**src/rtl/rrq_pkg.sv**
```systemverilog
// Shared constants and types for the round-robin ready queue.
// No dependencies; imported by the top level.
package rrq_pkg;

  localparam int THREAD_SLOTS = 64;
  localparam int ID_W         = $clog2(THREAD_SLOTS);
  localparam int COUNT_W      = $clog2(THREAD_SLOTS + 1);
  localparam int OP_W         = 2;

  localparam logic [OP_W-1:0] OP_ENQUEUE  = 2'd0;
  localparam logic [OP_W-1:0] OP_REMOVE   = 2'd1;
  localparam logic [OP_W-1:0] OP_SCHEDULE = 2'd2;

  typedef struct packed {
    logic            we;
    logic [ID_W-1:0] addr;
    logic [ID_W-1:0] data;
  } link_wr_t;

endpackage

```
**src/rtl/round_robin_ready_queue_unit.sv**
```systemverilog
// Round-robin ready queue: doubly linked list of thread slots in two link RAMs.
// Depends on rrq_pkg and rrq_ram.
//
// One item is accepted per clock in steady state, unless a result held back by
// out_ready stalls the input. An accepted item reads the forward and backward
// links of its thread, or of the head for a schedule, from the link RAMs on
// the accept edge, is resolved from the stage-one registers in one pass over
// the head, tail, count and queued marks, and its result is registered in the
// output register once that is free. The link RAM read port, with a bypass for
// the write made on the same edge, sets this one-item-per-cycle rate. Queued
// marks are cleared by reset; the link RAMs need no clearing.
module round_robin_ready_queue_unit (
  input  logic                         clk,
  input  logic                         rst_n,
  input  logic                         in_valid,
  output logic                         in_ready,
  input  logic [rrq_pkg::OP_W-1:0]     in_operation,
  input  logic [rrq_pkg::ID_W-1:0]     in_thread_id,
  input  logic                         in_current_running,
  output logic                         out_valid,
  input  logic                         out_ready,
  output logic [rrq_pkg::ID_W-1:0]     out_next_thread,
  output logic                         out_next_valid,
  output logic                         out_switch_needed,
  output logic [rrq_pkg::ID_W-1:0]     out_previous_thread,
  output logic                         out_previous_valid,
  output logic [rrq_pkg::COUNT_W-1:0]  out_queue_count
);
  import rrq_pkg::*;

  logic                    s1_valid_r;
  logic [OP_W-1:0]         s1_op_r;
  logic [ID_W-1:0]         s1_tid_r;
  logic                    s1_run_r;

  logic [ID_W-1:0]         head_r, head_nxt;
  logic [ID_W-1:0]         tail_r, tail_nxt;
  logic [COUNT_W-1:0]      count_r, count_nxt;
  logic [THREAD_SLOTS-1:0] mark_r, mark_nxt;
  logic [ID_W-1:0]         run_thr_r, run_thr_nxt;
  logic                    run_valid_r, run_valid_nxt;

  logic                    byp_f_r, byp_b_r;
  logic [ID_W-1:0]         byp_f_data_r, byp_b_data_r;
  logic [ID_W-1:0]         ram_f_q, ram_b_q;
  logic [ID_W-1:0]         rd_f, rd_b;

  link_wr_t                fwd_wr, bwd_wr;
  logic                    push;
  logic [ID_W-1:0]         pick;

  logic [ID_W-1:0]         o_next, o_prev;
  logic                    o_nval, o_sw, o_pval;

  logic                    out_valid_r;
  logic [ID_W-1:0]         out_next_r, out_prev_r;
  logic                    out_nval_r, out_sw_r, out_pval_r;
  logic [COUNT_W-1:0]      out_count_r;

  logic                    res_free, commit, in_fire;
  logic [ID_W-1:0]         head_cur, rd_addr;

  assign res_free = !out_valid_r || out_ready;
  assign commit   = s1_valid_r && res_free;
  assign in_ready = !s1_valid_r || res_free;
  assign in_fire  = in_valid && in_ready;

  assign head_cur = commit ? head_nxt : head_r;
  assign rd_addr  = (in_operation == OP_SCHEDULE) ? head_cur : in_thread_id;

  assign rd_f = byp_f_r ? byp_f_data_r : ram_f_q;
  assign rd_b = byp_b_r ? byp_b_data_r : ram_b_q;

  rrq_ram #(.WIDTH(ID_W), .DEPTH(THREAD_SLOTS)) u_fwd_ram (
    .clk   (clk),
    .we    (commit && fwd_wr.we),
    .waddr (fwd_wr.addr),
    .wdata (fwd_wr.data),
    .re    (in_fire),
    .raddr (rd_addr),
    .rdata (ram_f_q)
  );

  rrq_ram #(.WIDTH(ID_W), .DEPTH(THREAD_SLOTS)) u_bwd_ram (
    .clk   (clk),
    .we    (commit && bwd_wr.we),
    .waddr (bwd_wr.addr),
    .wdata (bwd_wr.data),
    .re    (in_fire),
    .raddr (rd_addr),
    .rdata (ram_b_q)
  );

  always_comb begin
    head_nxt      = head_r;
    tail_nxt      = tail_r;
    count_nxt     = count_r;
    mark_nxt      = mark_r;
    run_thr_nxt   = run_thr_r;
    run_valid_nxt = run_valid_r;
    fwd_wr        = '0;
    bwd_wr        = '0;
    push          = 1'b0;
    pick          = '0;
    o_next        = '0;
    o_nval        = 1'b0;
    o_sw          = 1'b0;
    o_prev        = '0;
    o_pval        = 1'b0;
    case (s1_op_r)
      OP_ENQUEUE: begin
        if (!mark_r[s1_tid_r]) begin
          if (count_r != '0) begin
            fwd_wr = '{we: 1'b1, addr: tail_r, data: s1_tid_r};
            bwd_wr = '{we: 1'b1, addr: s1_tid_r, data: tail_r};
          end else begin
            head_nxt = s1_tid_r;
          end
          tail_nxt           = s1_tid_r;
          mark_nxt[s1_tid_r] = 1'b1;
          count_nxt          = count_r + 1'b1;
        end
      end
      OP_REMOVE: begin
        if (mark_r[s1_tid_r]) begin
          if (s1_tid_r == head_r) begin
            head_nxt = rd_f;
          end else begin
            fwd_wr = '{we: 1'b1, addr: rd_b, data: rd_f};
          end
          if (s1_tid_r == tail_r) begin
            tail_nxt = rd_b;
          end else begin
            bwd_wr = '{we: 1'b1, addr: rd_f, data: rd_b};
          end
          mark_nxt[s1_tid_r] = 1'b0;
          count_nxt          = count_r - 1'b1;
          if (count_nxt == '0) begin
            head_nxt = '0;
            tail_nxt = '0;
          end
        end
      end
      OP_SCHEDULE: begin
        o_prev = run_thr_r;
        o_pval = run_valid_r;
        push   = run_valid_r && s1_run_r && !mark_r[run_thr_r];
        if (push) begin
          if (count_r != '0) begin
            fwd_wr = '{we: 1'b1, addr: tail_r, data: run_thr_r};
            bwd_wr = '{we: 1'b1, addr: run_thr_r, data: tail_r};
          end else begin
            head_nxt = run_thr_r;
          end
          tail_nxt            = run_thr_r;
          mark_nxt[run_thr_r] = 1'b1;
          count_nxt           = count_r + 1'b1;
        end
        if (count_nxt == '0) begin
          run_valid_nxt = 1'b0;
        end else begin
          pick   = head_nxt;
          o_next = pick;
          o_nval = 1'b1;
          if (count_nxt == COUNT_W'(1)) begin
            head_nxt = '0;
            tail_nxt = '0;
          end else if (push && count_r == COUNT_W'(1)) begin
            head_nxt = run_thr_r;
          end else begin
            head_nxt = rd_f;
          end
          mark_nxt[pick] = 1'b0;
          count_nxt      = count_nxt - 1'b1;
          if (!(run_valid_r && run_thr_r == pick)) begin
            o_sw          = 1'b1;
            run_thr_nxt   = pick;
            run_valid_nxt = 1'b1;
          end
        end
      end
      default: begin
      end
    endcase
  end

  always_ff @(posedge clk) begin
    if (!rst_n) begin
      s1_valid_r  <= 1'b0;
      head_r      <= '0;
      tail_r      <= '0;
      count_r     <= '0;
      mark_r      <= '0;
      run_thr_r   <= '0;
      run_valid_r <= 1'b0;
      byp_f_r     <= 1'b0;
      byp_b_r     <= 1'b0;
      out_valid_r <= 1'b0;
    end else begin
      if (in_fire) begin
        s1_valid_r <= 1'b1;
        byp_f_r    <= commit && fwd_wr.we && (fwd_wr.addr == rd_addr);
        byp_b_r    <= commit && bwd_wr.we && (bwd_wr.addr == rd_addr);
      end else if (commit) begin
        s1_valid_r <= 1'b0;
      end
      if (commit) begin
        head_r      <= head_nxt;
        tail_r      <= tail_nxt;
        count_r     <= count_nxt;
        mark_r      <= mark_nxt;
        run_thr_r   <= run_thr_nxt;
        run_valid_r <= run_valid_nxt;
        out_valid_r <= 1'b1;
      end else if (out_ready) begin
        out_valid_r <= 1'b0;
      end
    end
  end

  always_ff @(posedge clk) begin
    if (in_fire) begin
      s1_op_r      <= in_operation;
      s1_tid_r     <= in_thread_id;
      s1_run_r     <= in_current_running;
      byp_f_data_r <= fwd_wr.data;
      byp_b_data_r <= bwd_wr.data;
    end
    if (commit) begin
      out_next_r  <= o_next;
      out_nval_r  <= o_nval;
      out_sw_r    <= o_sw;
      out_prev_r  <= o_prev;
      out_pval_r  <= o_pval;
      out_count_r <= count_nxt;
    end
  end

  assign out_valid           = out_valid_r;
  assign out_next_thread     = out_next_r;
  assign out_next_valid      = out_nval_r;
  assign out_switch_needed   = out_sw_r;
  assign out_previous_thread = out_prev_r;
  assign out_previous_valid  = out_pval_r;
  assign out_queue_count     = out_count_r;

endmodule

```
**src/rtl/rrq_ram.sv**
```systemverilog
// Generic single-write, single-read RAM with registered read data.
// No dependencies.
module rrq_ram #(
  parameter int WIDTH = 8,
  parameter int DEPTH = 64
) (
  input  logic                     clk,
  input  logic                     we,
  input  logic [$clog2(DEPTH)-1:0] waddr,
  input  logic [WIDTH-1:0]         wdata,
  input  logic                     re,
  input  logic [$clog2(DEPTH)-1:0] raddr,
  output logic [WIDTH-1:0]         rdata
);

  logic [WIDTH-1:0] mem [DEPTH];
  logic [WIDTH-1:0] rdata_r;

  always_ff @(posedge clk) begin
    if (we) begin
      mem[waddr] <= wdata;
    end
    if (re) begin
      rdata_r <= mem[raddr];
    end
  end

  assign rdata = rdata_r;

endmodule

```
**config.mk**
```make
export PLATFORM = sky130hd
export DESIGN_NAME = round_robin_ready_queue_unit
export DESIGN_NICKNAME = d
export VERILOG_FILES = /design/src/rtl/rrq_pkg.sv /design/src/rtl/round_robin_ready_queue_unit.sv /design/src/rtl/rrq_ram.sv
export SDC_FILE = /design/constraint.sdc
export NUM_CORES = 2
export LEC_CHECK = 0
export BUFFER_PORTS_ARGS = -buffer_cell sky130_fd_sc_hd__buf_2
export CAP_MARGIN = 20
export CELL_PAD_IN_SITES_DETAIL_PLACEMENT = 0
export CELL_PAD_IN_SITES_GLOBAL_PLACEMENT = 1
export CORE_AREA = 2 2 351 353
export CTS_BUF_LIST = sky130_fd_sc_hd__clkbuf_16
export DETAILED_ROUTE_END_ITERATION = 8
export DIE_AREA = 0 0 353 355
export PLACE_DENSITY = 0.67
export SLEW_MARGIN = 0
export SYNTH_ARGS = -nofsm -noshare
export SYNTH_HDL_FRONTEND = slang
export SYNTH_SLANG_ARGS = --single-unit
```
**constraint.sdc**
```tcl
create_clock -name clk -period 10.2 [get_ports clk]
set_input_delay 2.04 -clock clk [delete_from_list [all_inputs] [get_ports clk]]
set_output_delay 2.04 -clock clk [all_outputs]
set_load 0.05 [all_outputs]
```
# Word-level counts from Yosys, hierarchy flattened
# Memories as Yosys holds them, arrays and structs flattened. A register that Yosys moved wholly into a read port is not among the register bits.
# Index checks and enable logic that the tools add are counted.
totals:
  reg_bits: 137
  inputBits: 13
  output_inout_bits: 24
  memories: 2
  wordCells: 157
  mem_bits_rw: 768
op_classes:
  n_lt_le_gt_ge: 6
  n_reduce_logical: 30
  muxes: 72
  bitwise: 9
  addsub: 3
  eq_ne: 14
mem_list:
  columns: ["memory", "depth", "width", "read_ports", "rd_clocked_by_memory_dff", "write_ports", "line_no", "text"]
  rows:
  - ["u_bwd_ram.mem", 64, 6, 1, 1, 1, "rrq_ram.sv:16", "logic [WIDTH-1:0] mem [DEPTH];"]
  - ["u_fwd_ram.mem", 64, 6, 1, 1, 1, "rrq_ram.sv:16", null]
op_table:
  columns: ["cell", "count"]
  rows:
  - ["two-way mux 64 bit", 5]
  - ["one-hot mux 64 bit (3 select lines)", 1]
  - ["two-way mux 13 bit", 12]
  - ["two-way mux 6 bit", 22]
  - ["AND 64 bit", 2]
  - ["inverter 64 bit", 2]
  - ["bitwise OR 64 bit", 2]
  - ["one-hot mux 13 bit (3 select lines)", 2]
  - ["one-hot mux 6 bit (3 select lines)", 2]
  - ["two-way mux 7 bit", 5]
  - ["== test 6 bit", 5]
  - ["< comparator 6 x 7 -> 1 bit, second input constant", 3]
  - ["one-hot mux 7 bit (3 select lines)", 1]
  - ["demux 1 bit (select 6 bit)", 3]
  - ["greater-or-equal comparator 6 x 1 -> 1 bit, second input constant", 3]
  - ["two-way mux 1 bit", 17]
  - ["== test 7 x 1 -> 1 bit, second input constant", 2]
  - ["zero test 7 bit", 2]
  - ["subtractor 7 x 1 -> 7 bit, second input constant", 2]
  - ["logical AND 1 bit", 13]
  - ["binary-select mux 1 bit (select 6 bit)", 2]
  - ["AND reduction 4 bit", 2]
  - ["adder 7 x 1 -> 7 bit, second input constant", 1]
  - ["nonzero test 7 bit", 1]
  - ["13 further kinds", 22]

# Logic depth before layout (Yosys ltp)
depth:
  word_depth: 14
  ltp_mapped: 25

# Modules after synthesis
# From an unflattened synthesis, not the netlist that was laid out.
hier_totals:
  hier_cells: 3066
  hier_area_um2: 42434.4
modules_own_cells:
  columns: ["module", "n_inst", "cells_each", "area_each_um2", "seq_area_each_um2"]
  rows:
  - ["rrq_ram", 2, 720, 15285.9, 11711.2]
  - ["round_robin_ready_queue_unit", 1, 1626, 11862.6, 3173.0]

# Worst setup path before layout
# No wires, ideal clock.
synth_path:
  path_type: "flip-flop to flip-flop"
  from: "register run_thr_r[2]"
  to: "register u_fwd_ram.rdata_r[3], in the netlist u_fwd_ram.rdata[3] (read register of u_fwd_ram.mem) (data pin)"
  stages_incl_launch_ff: 24
  period_less_slack_ns: 5.701
  path_slack_ns: 4.499
  t_arrival_ns: 5.429
  t_required_ns: 9.928
  cell_sequence: "dfxtp_1 -> buf_4 -> buf_6 -> mux2_1 -> a31oi_1 -> o211ai_1 -> and3_1 -> nor3_2 -> clkbuf_1 -> mux2i_1 -> ha_1 -> and3_1 -> a311oi_1 -> nor2_1 -> a2111oi_2 -> a221oi_2 -> o21ai_2 -> buf_4 -> clkbuf_1 -> mux2i_1 -> mux2i_1 -> a32oi_1 -> o311ai_1 -> or4_1"
synth_between:
  elab_chain_len: 12
  elab_cells_between_ends: 18
  cone_classes: "eq/ne (1); mux (13); reduce/logical (4)"
synth_rtl:
  columns: ["element", "line_no", "text"]
  rows:
  - ["start: declaration", "round_robin_ready_queue_unit.sv:40", "logic [ID_W-1:0] run_thr_r, run_thr_nxt;"]
  - ["start signal: assignment", "round_robin_ready_queue_unit.sv:212", "run_thr_r <= run_thr_nxt;"]
  - ["binary-select mux 1 bit (select 6 bit)", "round_robin_ready_queue_unit.sv:147", "push = run_valid_r && s1_run_r && !mark_r[run_thr_r];"]
  - ["two-way mux 1 bit (not written as such)", "round_robin_ready_queue_unit.sv:147", null]
  - ["zero test 1 bit", "round_robin_ready_queue_unit.sv:147", null]
  - ["logical AND 1 bit", "round_robin_ready_queue_unit.sv:147", null]
  - ["two-way mux 7 bit", "round_robin_ready_queue_unit.sv:148", "if (push) begin"]
  - ["two-way mux 7 bit", "round_robin_ready_queue_unit.sv:110", "case (s1_op_r)"]
  - ["== test 7 x 1 -> 1 bit", "round_robin_ready_queue_unit.sv:165", "if (count_nxt == COUNT_W'(1)) begin"]
  - ["two-way mux 6 bit", "round_robin_ready_queue_unit.sv:165", null]
  - ["two-way mux 6 bit *", "round_robin_ready_queue_unit.sv:159", "if (count_nxt == '0) begin"]
  - ["one-hot mux 6 bit (3 select lines) *", "round_robin_ready_queue_unit.sv:110", null]
  - ["two-way mux 6 bit *", null, null]
  - ["two-way mux 6 bit *", "round_robin_ready_queue_unit.sv:69", "assign rd_addr = (in_operation == OP_SCHEDULE) ? head_cur : in_thread_id;"]
  - ["end: declaration", "rrq_ram.sv:17", "logic [WIDTH-1:0] rdata_r;"]
# Every way passes the cells marked *; elsewhere a longest branch is shown, timed or not. The select of a mux whose other input is x is not followed.
# A chain may end at the register's enable or synchronous reset.

# Worst setup path after layout
layout_path:
  from: "register run_thr_r[2]"
  to: "register u_fwd_ram.rdata_r[1], in the netlist u_fwd_ram.rdata[1] (read register of u_fwd_ram.mem) (data pin)"
# Same word-level chain as after synthesis.

==> impl_metrics.env <==
export IMPL_status="complete, no violations"
export IMPL_setup_viol_count_final=0
export IMPL_syn_avg_cell_area_um2=11.4
export IMPL_grt_setup_unrepaired="false"
export IMPL_port_buffers=36
export IMPL_crit_cells=22
export IMPL_yosysWarningCount=0
export IMPL_crit_top_cell="mux2i_1"
export IMPL_yosysTopAreaCellShare=0.585
export IMPL_overflow=0
export IMPL_synth_nets=3741
export IMPL_die_area_mm2=0.125
export IMPL_clk_latency_ns=0.70
export IMPL_register_area_mm2=0.0266
export IMPL_finalMaxSlewViolations=0
export IMPL_crit_path_end_kind="flop"
export IMPL_critical_path_cell_chain="buf_4 > mux4_1 > mux2i_1 > o32a_1 > nand3_1 > nor3_2 > xnor2_1 > inv_1 > ha_1 > nand2_1 > o21ai_0 > nor4_1 > nor2_1 > a2111oi_2 > a221oi_2 > o21ai_4 > buf_12 > mux2i_1 > mux2i_1 > a32oi_1 > o311ai_1 > or4_1"
export IMPL_cp_max_fo=108
export IMPL_start_util=0.348
export IMPL_die_width_um=353
export IMPL_hold_violations=0
export IMPL_grt_pass1_vias=28900
export IMPL_p_leak_nw=15.6
export IMPL_cts_path_max_buffers=3
export IMPL_slowest_delay_ns=0.83
export IMPL_dr_pass1_iters=6
export IMPL_period_minus_slack_ns=8.14
export IMPL_vias=30700
export IMPL_viasPerCell=5.72
export IMPL_final_common_cell="edfxtp_1"
export IMPL_max_cap_violations=0
export IMPL_timing_fmax_mhz=123
export IMPL_fin_ws_ns=2.06
export IMPL_n_fill_cell=11700
export IMPL_irDropWorstVdd_mv=0.118
export IMPL_h_tree_depth=3
export IMPL_syn_inst=3718
export IMPL_syn_cell_area_mm2=0.0423
export IMPL_final_area_mm2=0.0472
export IMPL_drtIter0Drc=3439
export IMPL_hold_class="reg -> reg"
export IMPL_cts_sinks=917
export IMPL_finClkSkew_ns=0.0459
export IMPL_cp_slowest_cell="nor3_2"
export IMPL_worstPathArrival_ns=8.55
export IMPL_clk_pin_slew_ns=0.06
export IMPL_synth_ff_type="edfxtp_1"
export IMPL_synthArstFlopShare=0
export IMPL_finalSetupTns_ns=0
export IMPL_critPathBufInv=3
export IMPL_yosys_area_top_type="edfxtp_1"
export IMPL_synthDistinctLibCells=98
export IMPL_coreArea_mm2=0.121
export IMPL_post_cts_resized=0
export IMPL_critPathTopFamily="compound AO/OA/AOI/OAI gates"
export IMPL_path_class="reg -> reg"
export IMPL_ys_ff_latch=917
export IMPL_layout_common_cells="edfxtp_1 (823), nand2_1 (626), nor2_1 (327), a21oi_1 (281), nand3_1 (265)"
export IMPL_antenna_found_initial=2
export IMPL_power_density_mw_per_mm2=184
export IMPL_wirelength_mm=134
export IMPL_min_path_cells=2
export IMPL_hpwl_mm=81.4
export IMPL_cts_setup_buffers=0
export IMPL_synth_area_leaders="edfxtp_1 (58%), nand2_1 (5.6%), dfxtp_1 (4.5%), mux2i_1 (3.9%), a21oi_1 (3.4%)"
export IMPL_cts_tree="built"
export IMPL_grt_max_degree=154
export IMPL_post_place_ws_ns=2.21
export IMPL_root_buffer="clkbuf_16"
export IMPL_rows=128
export IMPL_io_pins=37
export IMPL_drc=0
export IMPL_start_kind="flop"
export IMPL_finalNetCount=3686
export IMPL_seq_area_frac_synth=0.629
export IMPL_num_antenna_cells=0
export IMPL_gp_congestion=0.914
export IMPL_cp_required_ns=10.61
export IMPL_drive_above_1_share=0.0912
export IMPL_min_period_over_period=0.798
export IMPL_power_total_mw=8.69
export IMPL_maxSlewHeadroom=0.180
export IMPL_worstMarginPinSlew_ns=1.22
export IMPL_final_antenna_net_count=0
export IMPL_multi_input_area_mm2=0.0145
export IMPL_holdWs_ns=0.514
export IMPL_die_y_um=355
export IMPL_syn2layout_area_growth_pct=11.7
export IMPL_dpl_instance_area_mm2=0.0440
export IMPL_wl_per_cell_um=24.9
export IMPL_cts_hold_buffers_added=0
export IMPL_numCtsBuffers=99
export IMPL_grt_pass1_wl_mm=197
export IMPL_synth_edf_count=823
export IMPL_rr_worst_depth=22
export IMPL_grt_usage=0.207
-- area by class of cell --
type                    instances  area share
flip-flops and latches        917       0.563
multi-input cells            2497       0.307
clock buffers                 101      0.0535
well taps                    1625      0.0430
repair buffers                105      0.0161
clock inverters                75      0.0139
inverters                      43     0.00342
-- state kept, by name, summed over array words and instances (netlist names), 2 cells and up --
register / count
byp_b_data_r: 6
byp_f_data_r: 6
count_r: 7
head_r: 6
mark_r: 64
out_next_thread: 6
out_previous_thread: 6
out_queue_count: 7
run_thr_r: 6
s1_op_r: 2
s1_tid_r: 6
tail_r: 6
u_bwd_ram.mem: 384
u_bwd_ram.rdata: 6
u_fwd_ram.mem: 384
u_fwd_ram.rdata: 6
-- stage by stage --
| step | utilization | instances |
|---|---|---|
| after detailed placement | 0.363 | 5186 |
| final | 0.389 | 5363 |
| after CTS | 0.389 | 5362 |
| after floorplan | - | 3718 |
| after global placement | 0.363 | 5186 |
| after global routing | 0.389 | 5363 |
-- report_power, final --
part	internal, mW	switching (mW)	leakage [nW]
logic	0.260	0.660	5.62
registers	4.14	0.0493	8.38
clock network	2.07	1.51	1.63
total	6.47	2.22	15.6
-- cells in the mapped netlist (all sizes together), types with 19 or more instances --
cell and number:
a31oi 81, a22oi 100, nand2 626, dfxtp 94, nor3 38, inv 39, edfxtp 823, mux2i 164
buf 133, a32oi 19, nand3 267, o21ai 98, a221oi 21, o221ai 73, a21oi 286, nand4 27
xnor2 36, clkbuf 128, mux2 23, nor2 336
-- cells by family after synthesis --
kind of cell / after synthesis / share of synthesized area
adder cells (fa/ha/maj): 10 / 0.00296
AO/OA/AOI/OAI: 820 / 0.129
flip-flops: 917 / 0.629
buffers and inverters: 304 / 0.0323
AND/OR/NAND/NOR: 1428 / 0.149
XOR/XNOR: 46 / 0.00953
multiplexers: 193 / 0.0484
-- tightest hold or removal path, delay by kind of cell (launching register included) --
| kind | cells | cell delay (ns) |
|---|---|---|
| and+or+nand+nor | 1 | 0.07 |
| AOI/OAI and AO/OA | 1 | 0.05 |
| DFF | 1 | 0.35 |
-- final timing paths --
| path | to | start | slack, ns |
|---|---|---|---|
| max reg2reg | u_fwd_ram.rdata[1]$_DFFE_PP_ | run_thr_r[2]$_SDFFE_PN0P_ | 2.06 |
| min | tail_r[4]$_SDFFE_PN0P_ | tail_r[4]$_SDFFE_PN0P_ | 0.51 |
| min reg2reg | tail_r[4]$_SDFFE_PN0P_ | tail_r[4]$_SDFFE_PN0P_ | 0.51 |
| max | u_fwd_ram.rdata[1]$_DFFE_PP_ | run_thr_r[2]$_SDFFE_PN0P_ | 2.06 |
-- metal layers --
| metal | routed length (um) | global-route usage | up-vias | share of wire |
|---|---|---|---|---|
| li1 | - | - | 13900 | - |
| met1 | 58700 | 0.292 | 15300 | 0.44 |
| met2 | 60700 | 0.325 | 1276 | 0.45 |
| met3 | 10000 | 0.0341 | 247 | 0.075 |
| met4 | 4170 | 0.0687 | 0 | 0.031 |
| met5 | 0 | 0 | - | 0 |
(Power assumes the default switching activity.)
